`config.mk`:
```
export PLATFORM = sky130hd
export DESIGN_NAME = small_language_tokenizer_core
export DESIGN_NICKNAME = d
export VERILOG_FILES = /design/src/slt_pkg.sv /design/src/slt_lexer.sv /design/src/slt_fifo.sv /design/src/small_language_tokenizer_core.sv
export SDC_FILE = /design/constraint.sdc
export NUM_CORES = 1
export LEC_CHECK = 0
export BUFFER_PORTS_ARGS = -buffer_cell sky130_fd_sc_hd__clkbuf_2
export CAP_MARGIN = 5
export CORE_ASPECT_RATIO = 0.6
export CORE_MARGIN = 3
export CORE_UTILIZATION = 55
export DETAILED_ROUTE_END_ITERATION = 12
export GPL_TIMING_DRIVEN = 0
export PLACE_DENSITY = 0.72
export REMOVE_ABC_BUFFERS = 1
export SLEW_MARGIN = 20
export SYNTH_ARGS = -nofsm -noshare
export SYNTH_HDL_FRONTEND = slang
export SYNTH_SLANG_ARGS = --single-unit
```
`constraint.sdc`:
```
create_clock -name clock -period 3.5 [get_ports clock]
set_input_delay 0.175 -clock clock [delete_from_list [all_inputs] [get_ports clock]]
set_output_delay 0.175 -clock clock [all_outputs]
set_load 0.01 [all_outputs]
```
`src/slt_pkg.sv`:
```
`timescale 1ns / 1ps

package slt_pkg;

   // token kinds
   localparam logic [4:0] KIND_PLUS      = 5'd0;
   localparam logic [4:0] KIND_MINUS     = 5'd1;
   localparam logic [4:0] KIND_STAR      = 5'd2;
   localparam logic [4:0] KIND_SLASH     = 5'd3;
   localparam logic [4:0] KIND_LT        = 5'd4;
   localparam logic [4:0] KIND_GT        = 5'd5;
   localparam logic [4:0] KIND_ASSIGN    = 5'd6;
   localparam logic [4:0] KIND_BANG      = 5'd7;
   localparam logic [4:0] KIND_EQ        = 5'd8;
   localparam logic [4:0] KIND_NOTEQ     = 5'd9;
   localparam logic [4:0] KIND_COMMA     = 5'd10;
   localparam logic [4:0] KIND_SEMICOLON = 5'd11;
   localparam logic [4:0] KIND_LPAREN    = 5'd12;
   localparam logic [4:0] KIND_RPAREN    = 5'd13;
   localparam logic [4:0] KIND_LBRACE    = 5'd14;
   localparam logic [4:0] KIND_RBRACE    = 5'd15;
   localparam logic [4:0] KIND_FN        = 5'd16;
   localparam logic [4:0] KIND_LET       = 5'd17;
   localparam logic [4:0] KIND_TRUE      = 5'd18;
   localparam logic [4:0] KIND_FALSE     = 5'd19;
   localparam logic [4:0] KIND_IF        = 5'd20;
   localparam logic [4:0] KIND_ELSE      = 5'd21;
   localparam logic [4:0] KIND_RETURN    = 5'd22;
   localparam logic [4:0] KIND_EOF       = 5'd23;
   localparam logic [4:0] KIND_INT       = 5'd24;
   localparam logic [4:0] KIND_IDENT     = 5'd25;
   localparam logic [4:0] KIND_ILLEGAL   = 5'd26;

   localparam logic [15:0] FIELD_MAX = 16'hFFFF;

   // keyword table, byte 0 in the low bits
   localparam int KW_BYTES = 6;
   localparam int KW_COUNT = 7;
   localparam logic [KW_BYTES*8-1:0] KW_TEXT [KW_COUNT] = '{
      {32'h0, "n", "f"},
      {24'h0, "t", "e", "l"},
      {16'h0, "e", "u", "r", "t"},
      {8'h0, "e", "s", "l", "a", "f"},
      {32'h0, "f", "i"},
      {16'h0, "e", "s", "l", "e"},
      {"n", "r", "u", "t", "e", "r"}
   };
   localparam logic [2:0] KW_LEN [KW_COUNT] = '{
      3'd2, 3'd3, 3'd4, 3'd5, 3'd2, 3'd4, 3'd6
   };
   localparam logic [4:0] KW_KIND [KW_COUNT] = '{
      KIND_FN, KIND_LET, KIND_TRUE, KIND_FALSE, KIND_IF, KIND_ELSE, KIND_RETURN
   };

   localparam int FIFO_DEPTH = 4;
   localparam int FIFO_PTR_BITS = $clog2(FIFO_DEPTH);
   localparam int FIFO_CNT_BITS = $clog2(FIFO_DEPTH + 1);

   typedef enum logic [2:0] {
      MODE_IDLE,
      MODE_ASSIGN,
      MODE_BANG,
      MODE_WORD,
      MODE_NUMBER
   } mode_type;

   typedef struct packed {
      logic [4:0]  kind;
      logic [15:0] start;
      logic [15:0] length;
      logic        last;
   } token_type;

   // up to two result words per accepted source word
   typedef struct packed {
      logic      push0;
      logic      push1;
      token_type slot0;
      token_type slot1;
   } push_type;

   function automatic logic [4:0] kw_kind(input logic [KW_BYTES*8-1:0] text,
                                          input logic [15:0] count);
      logic [4:0]            kind;
      logic [KW_BYTES*8-1:0] mask;
      kind = KIND_IDENT;
      for (int i = 0; i < KW_COUNT; i++) begin
         mask = '0;
         for (int j = 0; j < KW_BYTES; j++) begin
            if (j < int'(KW_LEN[i])) begin
               mask[8*j +: 8] = 8'hFF;
            end
         end
         if (count == 16'(KW_LEN[i]) && (text & mask) == KW_TEXT[i]) begin
            kind = KW_KIND[i];
         end
      end
      return kind;
   endfunction

   function automatic logic is_letter(input logic [7:0] b);
      return (b >= "a" && b <= "z") || (b >= "A" && b <= "Z");
   endfunction

   function automatic logic is_digit(input logic [7:0] b);
      return b >= "0" && b <= "9";
   endfunction

endpackage

```
`src/slt_lexer.sv`:
```
`timescale 1ns / 1ps

module slt_lexer import slt_pkg::*; #(
   parameter int OFFSET_BITS     = 16,
   parameter int KEYWORD_MAX_LEN = 6
) (
   input  logic       clock,
   input  logic       reset,
   input  logic       accept,
   input  logic [7:0] source_byte,
   input  logic       end_of_source,
   output push_type   push
);

   localparam int IdxBits = $clog2(KEYWORD_MAX_LEN);

   mode_type                     mode_ff, mode_in;
   logic [OFFSET_BITS-1:0]       pos_ff, pos_in;
   logic [OFFSET_BITS-1:0]       begin_ff, begin_in;
   logic [15:0]                  count_ff, count_in;
   logic [KEYWORD_MAX_LEN*8-1:0] word_ff, word_in;

   logic      flush_v, start_v;
   token_type flush_tok, start_tok;
   push_type  res;

   function automatic logic [15:0] sat_offset(input logic [OFFSET_BITS-1:0] v);
      logic [31:0] e;
      e = 32'(v);
      return (|e[31:16]) ? FIELD_MAX : e[15:0];
   endfunction

   always_ff @(posedge clock) begin
      if (reset) begin
         mode_ff  <= MODE_IDLE;
         pos_ff   <= '0;
         begin_ff <= '0;
         count_ff <= '0;
         word_ff  <= '0;
      end else if (accept) begin
         mode_ff  <= mode_in;
         pos_ff   <= pos_in;
         begin_ff <= begin_in;
         count_ff <= count_in;
         word_ff  <= word_in;
      end
   end

   always_comb begin
      mode_in  = mode_ff;
      pos_in   = pos_ff;
      begin_in = begin_ff;
      count_in = count_ff;
      word_in  = word_ff;
      res      = '0;

      // token held from earlier words
      flush_v         = 1'b1;
      flush_tok       = '0;
      flush_tok.start = sat_offset(begin_ff);
      case (mode_ff)
         MODE_ASSIGN: begin
            flush_tok.kind   = KIND_ASSIGN;
            flush_tok.length = 16'd1;
         end
         MODE_BANG: begin
            flush_tok.kind   = KIND_BANG;
            flush_tok.length = 16'd1;
         end
         MODE_WORD: begin
            flush_tok.kind   = kw_kind(word_ff[KW_BYTES*8-1:0], count_ff);
            flush_tok.length = count_ff;
         end
         MODE_NUMBER: begin
            flush_tok.kind   = KIND_INT;
            flush_tok.length = count_ff;
         end
         default: flush_v = 1'b0;
      endcase

      // token opened by this byte
      start_v          = 1'b1;
      start_tok        = '0;
      start_tok.start  = sat_offset(pos_ff);
      start_tok.length = 16'd1;
      case (source_byte)
         " ", "\t", "\n", 8'h0D: start_v = 1'b0;
         "+": start_tok.kind = KIND_PLUS;
         "-": start_tok.kind = KIND_MINUS;
         "*": start_tok.kind = KIND_STAR;
         "/": start_tok.kind = KIND_SLASH;
         "<": start_tok.kind = KIND_LT;
         ">": start_tok.kind = KIND_GT;
         ",": start_tok.kind = KIND_COMMA;
         ";": start_tok.kind = KIND_SEMICOLON;
         "(": start_tok.kind = KIND_LPAREN;
         ")": start_tok.kind = KIND_RPAREN;
         "{": start_tok.kind = KIND_LBRACE;
         "}": start_tok.kind = KIND_RBRACE;
         8'h00: begin
            start_tok.kind   = KIND_EOF;
            start_tok.length = 16'd0;
         end
         "=", "!": start_v = 1'b0;
         default: begin
            if (is_letter(source_byte) || is_digit(source_byte)) begin
               start_v = 1'b0;
            end else begin
               start_tok.kind = KIND_ILLEGAL;
            end
         end
      endcase

      if (end_of_source) begin
         start_v          = 1'b1;
         start_tok        = '0;
         start_tok.kind   = KIND_EOF;
         start_tok.start  = sat_offset(pos_ff);
         mode_in          = MODE_IDLE;
         pos_in           = '0;
         res.push0        = flush_v | start_v;
         res.push1        = flush_v;
         res.slot0        = flush_v ? flush_tok : start_tok;
         res.slot1        = start_tok;
      end else begin
         if (~&pos_ff) begin
            pos_in = pos_ff + OFFSET_BITS'(1);
         end
         if ((mode_ff == MODE_ASSIGN || mode_ff == MODE_BANG) && source_byte == "=") begin
            res.push0        = 1'b1;
            res.slot0.kind   = (mode_ff == MODE_ASSIGN) ? KIND_EQ : KIND_NOTEQ;
            res.slot0.start  = sat_offset(begin_ff);
            res.slot0.length = 16'd2;
            mode_in          = MODE_IDLE;
         end else if ((mode_ff == MODE_WORD &&
                       (is_letter(source_byte) || is_digit(source_byte))) ||
                      (mode_ff == MODE_NUMBER && is_digit(source_byte))) begin
            if (count_ff < 16'(KEYWORD_MAX_LEN)) begin
               word_in[8*count_ff[IdxBits-1:0] +: 8] = source_byte;
            end
            if (count_ff != FIELD_MAX) begin
               count_in = count_ff + 16'd1;
            end
         end else begin
            mode_in = MODE_IDLE;
            if (source_byte == "=") begin
               mode_in  = MODE_ASSIGN;
               begin_in = pos_ff;
            end else if (source_byte == "!") begin
               mode_in  = MODE_BANG;
               begin_in = pos_ff;
            end else if (is_letter(source_byte) || is_digit(source_byte)) begin
               mode_in      = is_letter(source_byte) ? MODE_WORD : MODE_NUMBER;
               begin_in     = pos_ff;
               count_in     = 16'd1;
               word_in      = '0;
               word_in[7:0] = source_byte;
            end
            res.push0 = flush_v | start_v;
            res.push1 = flush_v & start_v;
            res.slot0 = flush_v ? flush_tok : start_tok;
            res.slot1 = start_tok;
         end
      end

      if (res.push1) begin
         res.slot1.last = 1'b1;
      end else if (res.push0) begin
         res.slot0.last = 1'b1;
      end

      push       = res;
      push.push0 = res.push0 & accept;
      push.push1 = res.push1 & accept;
   end

endmodule

```
`src/slt_fifo.sv`:
```
`timescale 1ns / 1ps

module slt_fifo import slt_pkg::*; (
   input  logic      clock,
   input  logic      reset,
   input  push_type  push,
   output logic      full,
   output logic      rsp_valid,
   input  logic      rsp_stall,
   output token_type rsp_token
);

   token_type                mem [FIFO_DEPTH];
   logic [FIFO_PTR_BITS-1:0] wr_ff, wr_in;
   logic [FIFO_PTR_BITS-1:0] rd_ff, rd_in;
   logic [FIFO_CNT_BITS-1:0] count_ff, count_in;
   logic [1:0]               npush;
   logic                     pop;

   assign npush     = 2'(push.push0) + 2'(push.push1);
   assign pop       = rsp_valid & ~rsp_stall;
   assign rsp_valid = count_ff != '0;
   assign rsp_token = mem[rd_ff];
   // two free entries are needed before a source word can be taken
   assign full      = count_ff > FIFO_CNT_BITS'(FIFO_DEPTH - 2);

   always_comb begin
      wr_in    = wr_ff + FIFO_PTR_BITS'(npush);
      rd_in    = rd_ff + FIFO_PTR_BITS'(pop);
      count_in = count_ff + FIFO_CNT_BITS'(npush) - FIFO_CNT_BITS'(pop);
   end

   always_ff @(posedge clock) begin
      if (push.push0) begin
         mem[wr_ff] <= push.slot0;
      end
      if (push.push1) begin
         mem[wr_ff + FIFO_PTR_BITS'(1)] <= push.slot1;
      end
   end

   always_ff @(posedge clock) begin
      if (reset) begin
         wr_ff    <= '0;
         rd_ff    <= '0;
         count_ff <= '0;
      end else begin
         wr_ff    <= wr_in;
         rd_ff    <= rd_in;
         count_ff <= count_in;
      end
   end

endmodule

```
`src/small_language_tokenizer_core.sv`:
```
`timescale 1ns / 1ps

// channel | direction | handshake            | payload
// req     | in        | req_valid, req_stall | req_source_byte, req_end_of_source
// rsp     | out       | rsp_valid, rsp_stall | rsp_token_kind/start/length, rsp_last_of_run
//
// One source word per cycle while req_stall is low. Each word is lexed in the cycle it
// is taken and its zero, one or two tokens land in a four-word result queue; a token
// shows on rsp once earlier tokens are popped. req_stall rises only while the queue
// holds over two words; one word per cycle holds unless rsp stalls or tokens back up.
// Synchronous reset returns the lexer to idle at offset zero and empties the queue.

module small_language_tokenizer_core import slt_pkg::*; #(
   parameter int OFFSET_BITS     = 16,
   parameter int KEYWORD_MAX_LEN = 6
) (
   input  logic        clock,
   input  logic        reset,
   input  logic        req_valid,
   output logic        req_stall,
   input  logic [7:0]  req_source_byte,
   input  logic        req_end_of_source,
   output logic        rsp_valid,
   input  logic        rsp_stall,
   output logic [4:0]  rsp_token_kind,
   output logic [15:0] rsp_token_start,
   output logic [15:0] rsp_token_length,
   output logic        rsp_last_of_run
);

   push_type  push;
   token_type token;
   logic      full;
   logic      accept;

   assign req_stall = full;
   assign accept    = req_valid & ~full;

   slt_lexer #(
      .OFFSET_BITS     (OFFSET_BITS),
      .KEYWORD_MAX_LEN (KEYWORD_MAX_LEN)
   ) u_lexer (
      .clock         (clock),
      .reset         (reset),
      .accept        (accept),
      .source_byte   (req_source_byte),
      .end_of_source (req_end_of_source),
      .push          (push)
   );

   slt_fifo u_fifo (
      .clock     (clock),
      .reset     (reset),
      .push      (push),
      .full      (full),
      .rsp_valid (rsp_valid),
      .rsp_stall (rsp_stall),
      .rsp_token (token)
   );

   assign rsp_token_kind   = token.kind;
   assign rsp_token_start  = token.start;
   assign rsp_token_length = token.length;
   assign rsp_last_of_run  = token.last;

endmodule
```
Word level (Yosys, flattened, before mapping)
Memories as Yosys holds them, arrays and structs flattened. A register that Yosys moved wholly into a read port is not among the register bits.
Index checks and enable logic that the tools add are counted.
{ "op_classes": {"muxes": 56, "eq_ne": 41, "add_sub_neg": 9, "n_mul": 0, "n_div": 0, "n_shift": 2, "n_bitwise": 16, "reduce_logical": 33, "magnitude_cmp": 8} }
{ "ops": {"columns": ["op", "count"], "rows": [
  ["48-bit 2-to-1 mux", 5],
  ["16-bit 2-to-1 mux", 10],
  ["78-bit 2-to-1 mux", 2],
  ["8-bit by 6-bit equality test with 1-bit output (second input constant)", 13],
  ["48-bit by 15-bit equality test with 1-bit output (second input constant)", 2],
  ["48-bit by 31-bit equality test with 1-bit output (second input constant)", 2],
  ["38-bit 2-to-1 mux", 2],
  ["5-bit case mux with 13 select lines", 1],
  ["48-bit by 16-bit bitwise AND with 48-bit output", 1],
  ["48-bit by 24-bit bitwise AND with 48-bit output", 1],
  ["48-bit by 32-bit bitwise AND with 48-bit output", 1],
  ["48-bit by 40-bit bitwise AND with 48-bit output", 1],
  ["48-bit bitwise AND", 1],
  ["48-bit bitwise mux", 1],
  ["16-bit by 3-bit equality test with 1-bit output (second input constant)", 3],
  ["48-bit by 23-bit equality test with 1-bit output (second input constant)", 1],
  ["48-bit by 39-bit equality test with 1-bit output (second input constant)", 1],
  ["48-bit by 47-bit equality test with 1-bit output (second input constant)", 1],
  ["8-bit by 34-bit variable shift with 48-bit output (first input constant)", 1],
  ["8-bit by 34-bit indexed part select with 48-bit output", 1],
  ["39-bit 2-to-1 mux", 1],
  ["37-bit 2-to-1 mux", 1],
  ["6-bit negator with 34-bit output", 1],
  ["16-bit by 1-bit adder with 16-bit output (second input constant)", 2],
  ["48 further kinds", 109]
]} }
{ "totals": {"regBits": 106, "rom_bits": 0, "latch_bits": 0, "mem_count": 1, "word_cells": 174, "ramBits": 152, "input_bits": 13} }
{ "mem_list": {"columns": ["memory", "words", "width", "rd", "rd_clocked_by_memory_dff", "write_ports", "line_no", "source"], "rows": [
  ["u_fifo.mem", 4, 38, 1, 1, 2, "slt_fifo.sv:13", "token_type mem [FIFO_DEPTH];"]
]} }

Logic depth before layout (Yosys ltp)
{ "depth": {"depth_word": 21, "depth_mapped": 17, "depth_no_buf": 15} }

Hierarchy
A second synthesis with hierarchy kept.
{ "unflattened": {"hier_cells": 1187, "area_unflattened_um2": 13979.7} }
{ "by_module_without_submodules": {"columns": ["mod", "instances", "cells_per_inst", "area_per_inst_um2", "seq_area_each_um2"], "rows": [
  ["slt_fifo", 1, 410, 7796.2, 4704.5],
  ["slt_lexer", 1, 776, 6169.7, 1981.9],
  ["small_language_tokenizer_core", 1, 1, 13.8, 0.0]
]} }

Least setup slack after synthesis
OpenSTA, ideal clock, no wires.
{ "synth_path": {"path_kind": "input-to-reg", "startpoint": "input req_source_byte[4]", "endpoint": "register u_fifo.count_ff[2]", "t_arrival_ns": 2.950, "setup_time_ns": 0.128, "stages": 17, "n_path_buf": 2, "slack_ns": 0.423, "path_cell_list": "buf_6 > nor3_2 > a22o_1 > o21ai_4 > nor2b_4 > nor2_1 > nor2_4 > buf_4 > and2_1 > ha_1 > inv_1 > ha_1 > inv_1 > fa_1 > xor2_1 > xnor2_1 > nor2_1"} }
{ "synth_between": {"elab_chain_cells": 14, "elab_cells_between_ends": 49, "classes_between": "3 x add/sub; 6 x order compare; 18 x eq/ne; 6 x mux; 4 x bitwise; 12 x reduce/logical"} }
{ "synth_rtl": {"columns": ["element", "line_no", "source"], "rows": [
  ["from (decl)", "small_language_tokenizer_core.sv:21", "input logic [7:0] req_source_byte,"],
  ["8-bit by 7-bit >= comparator with 1-bit output / 8-bit by 7-bit <= comparator with 1-bit output (equally long branches)", "slt_pkg.sv:102", "return (b >= \"a\" && b <= \"z\") || (b >= \"A\" && b <= \"Z\");"],
  ["1-bit logical AND", "slt_pkg.sv:102", null],
  ["1-bit logical OR", "slt_pkg.sv:102", null],
  ["1-bit logical OR", "slt_lexer.sv:106, slt_lexer.sv:136", null],
  ["1-bit 2-to-1 mux", "slt_lexer.sv:106", "if (is_letter(source_byte) || is_digit(source_byte)) begin"],
  ["1-bit case mux with 2 select lines", "slt_lexer.sv:86", "case (source_byte)"],
  ["1-bit bitwise OR / 1-bit bitwise AND (equally long branches)", "slt_lexer.sv:159, slt_lexer.sv:160", null],
  ["78-bit 2-to-1 mux", "slt_lexer.sv:135", "end else if ((mode_ff == MODE_WORD &&"],
  ["1-bit 2-to-1 mux", "slt_lexer.sv:129", "if ((mode_ff == MODE_ASSIGN || mode_ff == MODE_BANG) && source_byte == \"=\") begin"],
  ["78-bit 2-to-1 mux (*)", "slt_lexer.sv:114", "if (end_of_source) begin"],
  ["1-bit bitwise AND, on equally long branches", "slt_lexer.sv:173, slt_lexer.sv:174", null],
  ["1-bit by 1-bit adder with 2-bit output (*)", "slt_fifo.sv:20", "assign npush = 2'(push.push0) + 2'(push.push1);"],
  ["3-bit by 2-bit adder with 3-bit output (*)", "slt_fifo.sv:30", "count_in = count_ff + FIFO_CNT_BITS'(npush) - FIFO_CNT_BITS'(pop);"],
  ["3-bit by 1-bit subtractor with 3-bit output (*)", "slt_fifo.sv:30", null],
  ["to (signal assigned)", "slt_fifo.sv:50", "count_ff <= count_in;"],
  ["to (decl)", "slt_fifo.sv:16", "logic [FIFO_CNT_BITS-1:0] count_ff, count_in;"]
]} }
Every way passes the cells marked *; elsewhere a longest branch is shown, timed or not.
A chain may end at the register's enable or synchronous reset.

Final worst setup path
{ "layout_path": {"startpoint": "register u_lexer.mode_ff[1]", "endpoint": "register u_fifo.count_ff[2]"} }
{ "layout_between": {"elab_chain_cells": 11, "elab_cells_between_ends": 22, "classes_between": "3 x add/sub; 4 x eq/ne; 5 x mux; 4 x bitwise; 6 x reduce/logical"} }
{ "layout_rtl": {"columns": ["element", "line_no", "source"], "rows": [
  ["from (decl)", "slt_lexer.sv:17", "mode_type mode_ff, mode_in;"],
  ["from (signal assigned)", "slt_lexer.sv:41", "mode_ff <= mode_in;"],
  ["3-bit equality test (tied with other cells)", "slt_lexer.sv:61, slt_lexer.sv:137", null],
  ["4-bit OR reduction (no line)", null, null],
  ["1-bit 2-to-1 mux", "slt_lexer.sv:61", "case (mode_ff)"],
  ["1-bit bitwise OR / 1-bit bitwise AND (equally long branches)", "slt_lexer.sv:159, slt_lexer.sv:160", null],
  ["78-bit 2-to-1 mux", "slt_lexer.sv:135", null],
  ["1-bit 2-to-1 mux", "slt_lexer.sv:129", null],
  ["78-bit 2-to-1 mux (*)", "slt_lexer.sv:114", null],
  ["1-bit bitwise AND, on equally long branches", "slt_lexer.sv:173, slt_lexer.sv:174", null],
  ["1-bit by 1-bit adder with 2-bit output (*)", "slt_fifo.sv:20", null],
  ["3-bit by 2-bit adder with 3-bit output (*)", "slt_fifo.sv:30", null],
  ["3-bit by 1-bit subtractor with 3-bit output (*)", "slt_fifo.sv:30", null]
]} }
Marked as above.

==> results.json <==
{
  "postRouteAntennaNets": 0,
  "setup_viol": 0,
  "drive_above_1_share": 0.174,
  "crit_required_ps": 3910,
  "synthDominantCellAreaShare": 0.272,
  "core_area_sq_um": 21400,
  "start_util": 0.570,
  "clkTransAtPathRegs_ps": 70,
  "antennaDiodeCount": 0,
  "finalClockSkew_ps": 17.0,
  "ys_seq_elements": 258,
  "synthFlopType": "dfxtp_1",
  "async_flop_share": 0,
  "track_usage": 0.271,
  "cts_max_level": 1,
  "die_h_microns": 122,
  "cts_tree": "yes",
  "critPathCaptureType": "flop",
  "die_w_microns": 199,
  "fin_crit_sh": 0.947,
  "dpl_cell_area_sq_um": 12600,
  "area_growth_pct": 11.6,
  "yosysMostFrequentCell": "dfxtp_1",
  "crit_path_start_kind": "flop",
  "worst_pin_slew_ps": 1140,
  "nets": 1163,
  "max_freq_mhz": 302,
  "power_density_nw_per_um2": 559,
  "final_area_sq_um": 13700,
  "ir_drop_v": 0.000451,
  "setup_tns_ps": 0,
  "antenna_found_initial": 0,
  "synth-edff-count": 92,
  "drt-wirelength-per-cell_microns": 23.0,
  "hold_buffers": 0,
  "hpwlAfterDp_mm": 21.0,
  "first_iter_violations": 1324,
  "synth_cell_types": 81,
  "maxSlewViolCount": 0,
  "worstPathArrival_ps": 3720,
  "synth_top_cells_by_count": "dfxtp_1, nor2_1, edfxtp_1",
  "dpl.cell_count": 1372,
  "whs_ps": 90.6,
  "leakage_nw": 4.56,
  "clock_path_buffers": 3,
  "cts_buffers": 24,
  "syn_area_sq_um": 12200,
  "via_count": 9715,
  "grt_pass1_vias": 8921,
  "yosys_warnings": 0,
  "fin_total_pwr_mw": 7.63,
  "synth_area_leaders": "dfxtp_1, edfxtp_1, mux4_2",
  "maxCapViolCount": 0,
  "clock_latency_ps": 520,
  "grt_setup_unrepaired": "no",
  "cp_max_fo": 8,
  "critPathKind": "reg -> reg",
  "wirelength_mm": 32.9,
  "die_area_sq_um": 24100,
  "relSlewSlack": 0.239,
  "synthCells": 1121,
  "min_path_type": "in -> reg",
  "cts.sinks": 258,
  "grt_pass1_wl_mm": 51.0,
  "hold_viol_final": 0,
  "ys_seq_area_frac": 0.497,
  "synth.largest_area_cell": "dfxtp_1",
  "avgSynthCellArea_sq_um": 10.9,
  "rows": 41,
  "drc": 0,
  "root_buffer": "clkbuf_16",
  "portBuffers": 52,
  "vias_per_cell": 6.77,
  "io_pins": 53,
  "first_pass_iters": 8,
  "period_minus_slack_ps": 3310,
  "status": "finished clean",
  "fill_cells": 1664,
  "grt-ovfl-total": 0,
  "layout.cells.non_filler": 1434,
  "grt_max_degree": 44,
  "routabilityCongestion": 0.939
}
through the flow:
stage / util / setup WS (ps)
6_report: 0.637 / 185
5_1_grt: 0.637 / 14.4
4_1_cts: 0.635 / 35.6
3_5_place_dp: 0.588 / -819
3_3_place_gp: 0.581 / -2290
2_1_floorplan: - / -263
critical path, stage by stage, from the launching register on:
cell and delay [ps]:
dfxtp_1 500, nand3b_1 260, o31ai_4 520, nand2_1 260
o31ai_4 210, nor2_1 90, ha_1 390, ha_1 220
fa_1 370, xor2_1 170, xnor2_1 140, nor2_1 50
path summary, 6_finish.rpt:
kind,from,end,slack [ps],cells past startpoint
setup / recovery,u_lexer.mode_ff[1]$_SDFFE_PP0P_,u_fifo.count_ff[2]$_SDFF_PP0_,190,11
hold reg to reg,u_fifo.mem[2][8]$_SDFFE_PP0N_,u_fifo.mem[2][8]$_SDFFE_PP0N_,460,1
hold / removal,reset,u_lexer.word_ff[37]$_SDFFE_PP0P_,90,2
setup reg to reg,u_lexer.mode_ff[1]$_SDFFE_PP0P_,u_fifo.count_ff[2]$_SDFF_PP0_,190,11
power breakdown:
part	switching, mW	internal, mW	total (mW)
clock	1.12	1.72	2.85
combinational	0.835	0.560	1.40
sequential	0.123	3.27	3.39
total	2.08	5.55	7.63
layer usage:
| metal | track usage | vias to the layer above | wire [microns] |
|---|---|---|---|
| li1 | - | 4371 | - |
| met2 | 0.366 | 549 | 13300 |
| met3 | 0.0694 | 50 | 3930 |
| met5 | 0 | - | 0 |
| met1 | 0.435 | 4745 | 15100 |
| met4 | 0.0553 | 0 | 545 |
layout make-up:
class	instances	area, sq um	area share
Timing Repair inverter	4	30.0	0.00220
Inverter	26	113	0.00825
Multi-Input combinational cell	752	5730	0.420
Clock buffer	38	766	0.0561
Tap cell	279	349	0.0256
Sequential cell	258	6090	0.446
Clock inverter	6	108	0.00788
Timing Repair Buffer	71	463	0.0339
cells by family (layout without fill, tap and decap cells):
kind of cell / count (synthesis) / count (layout) / synth area share
xor gates and xnor gates: 31 / 31 / 0.0222
buffers and inverters: 111 / 145 / 0.0387
and+or+nand+nor: 351 / 351 / 0.156
AOI/OAI and AO/OA: 293 / 293 / 0.180
muxes: 63 / 63 / 0.0905
DFF: 258 / 258 / 0.497
adders and majority gates: 14 / 14 / 0.0147
state kept, by name, indices dropped and copies added, names as in the netlist:
register and count:
u_fifo.mem 152, u_lexer.word_ff 48, u_lexer.begin_ff 16, u_lexer.count_ff 16
u_lexer.pos_ff 16, u_fifo.count_ff 3, u_lexer.mode_ff 3, u_fifo.rd_ff 2
u_fifo.wr_ff 2
cells in the final DEF (no fill, tap or decap), types with 6 or more instances in the layout:
cell type and n:
nand4_1 16, buf_4 14, a22oi_1 31, xor2_1 14, nor4_1 15, clkbuf_2 51, nor2_2 6, nand2b_1 11
o21ai_0 21, clkbuf_8 7, mux4_2 38, nor2_1 103, mux2i_1 24, nand3b_1 6, nand2_1 69, o22ai_1 88
ha_1 12, clkinvlp_4 8, clkbuf_16 26, dfxtp_1 163, and4_1 8, and3_1 6, xnor2_1 16, nand3_1 23
nor3_1 7, a32o_1 56, edfxtp_1 92, nor2b_1 11, and2_1 9, a22o_1 16, or3_1 12, a21oi_1 36
inv_1 22
repair_timing:
item	CTS	global route
gates cloned	4	0
resized for setup	10	4
setup endpoints to repair	93	63
buffers inserted	11	3
pin swaps	0	1
No activity file was read; power rests on OpenSTA's default activity.
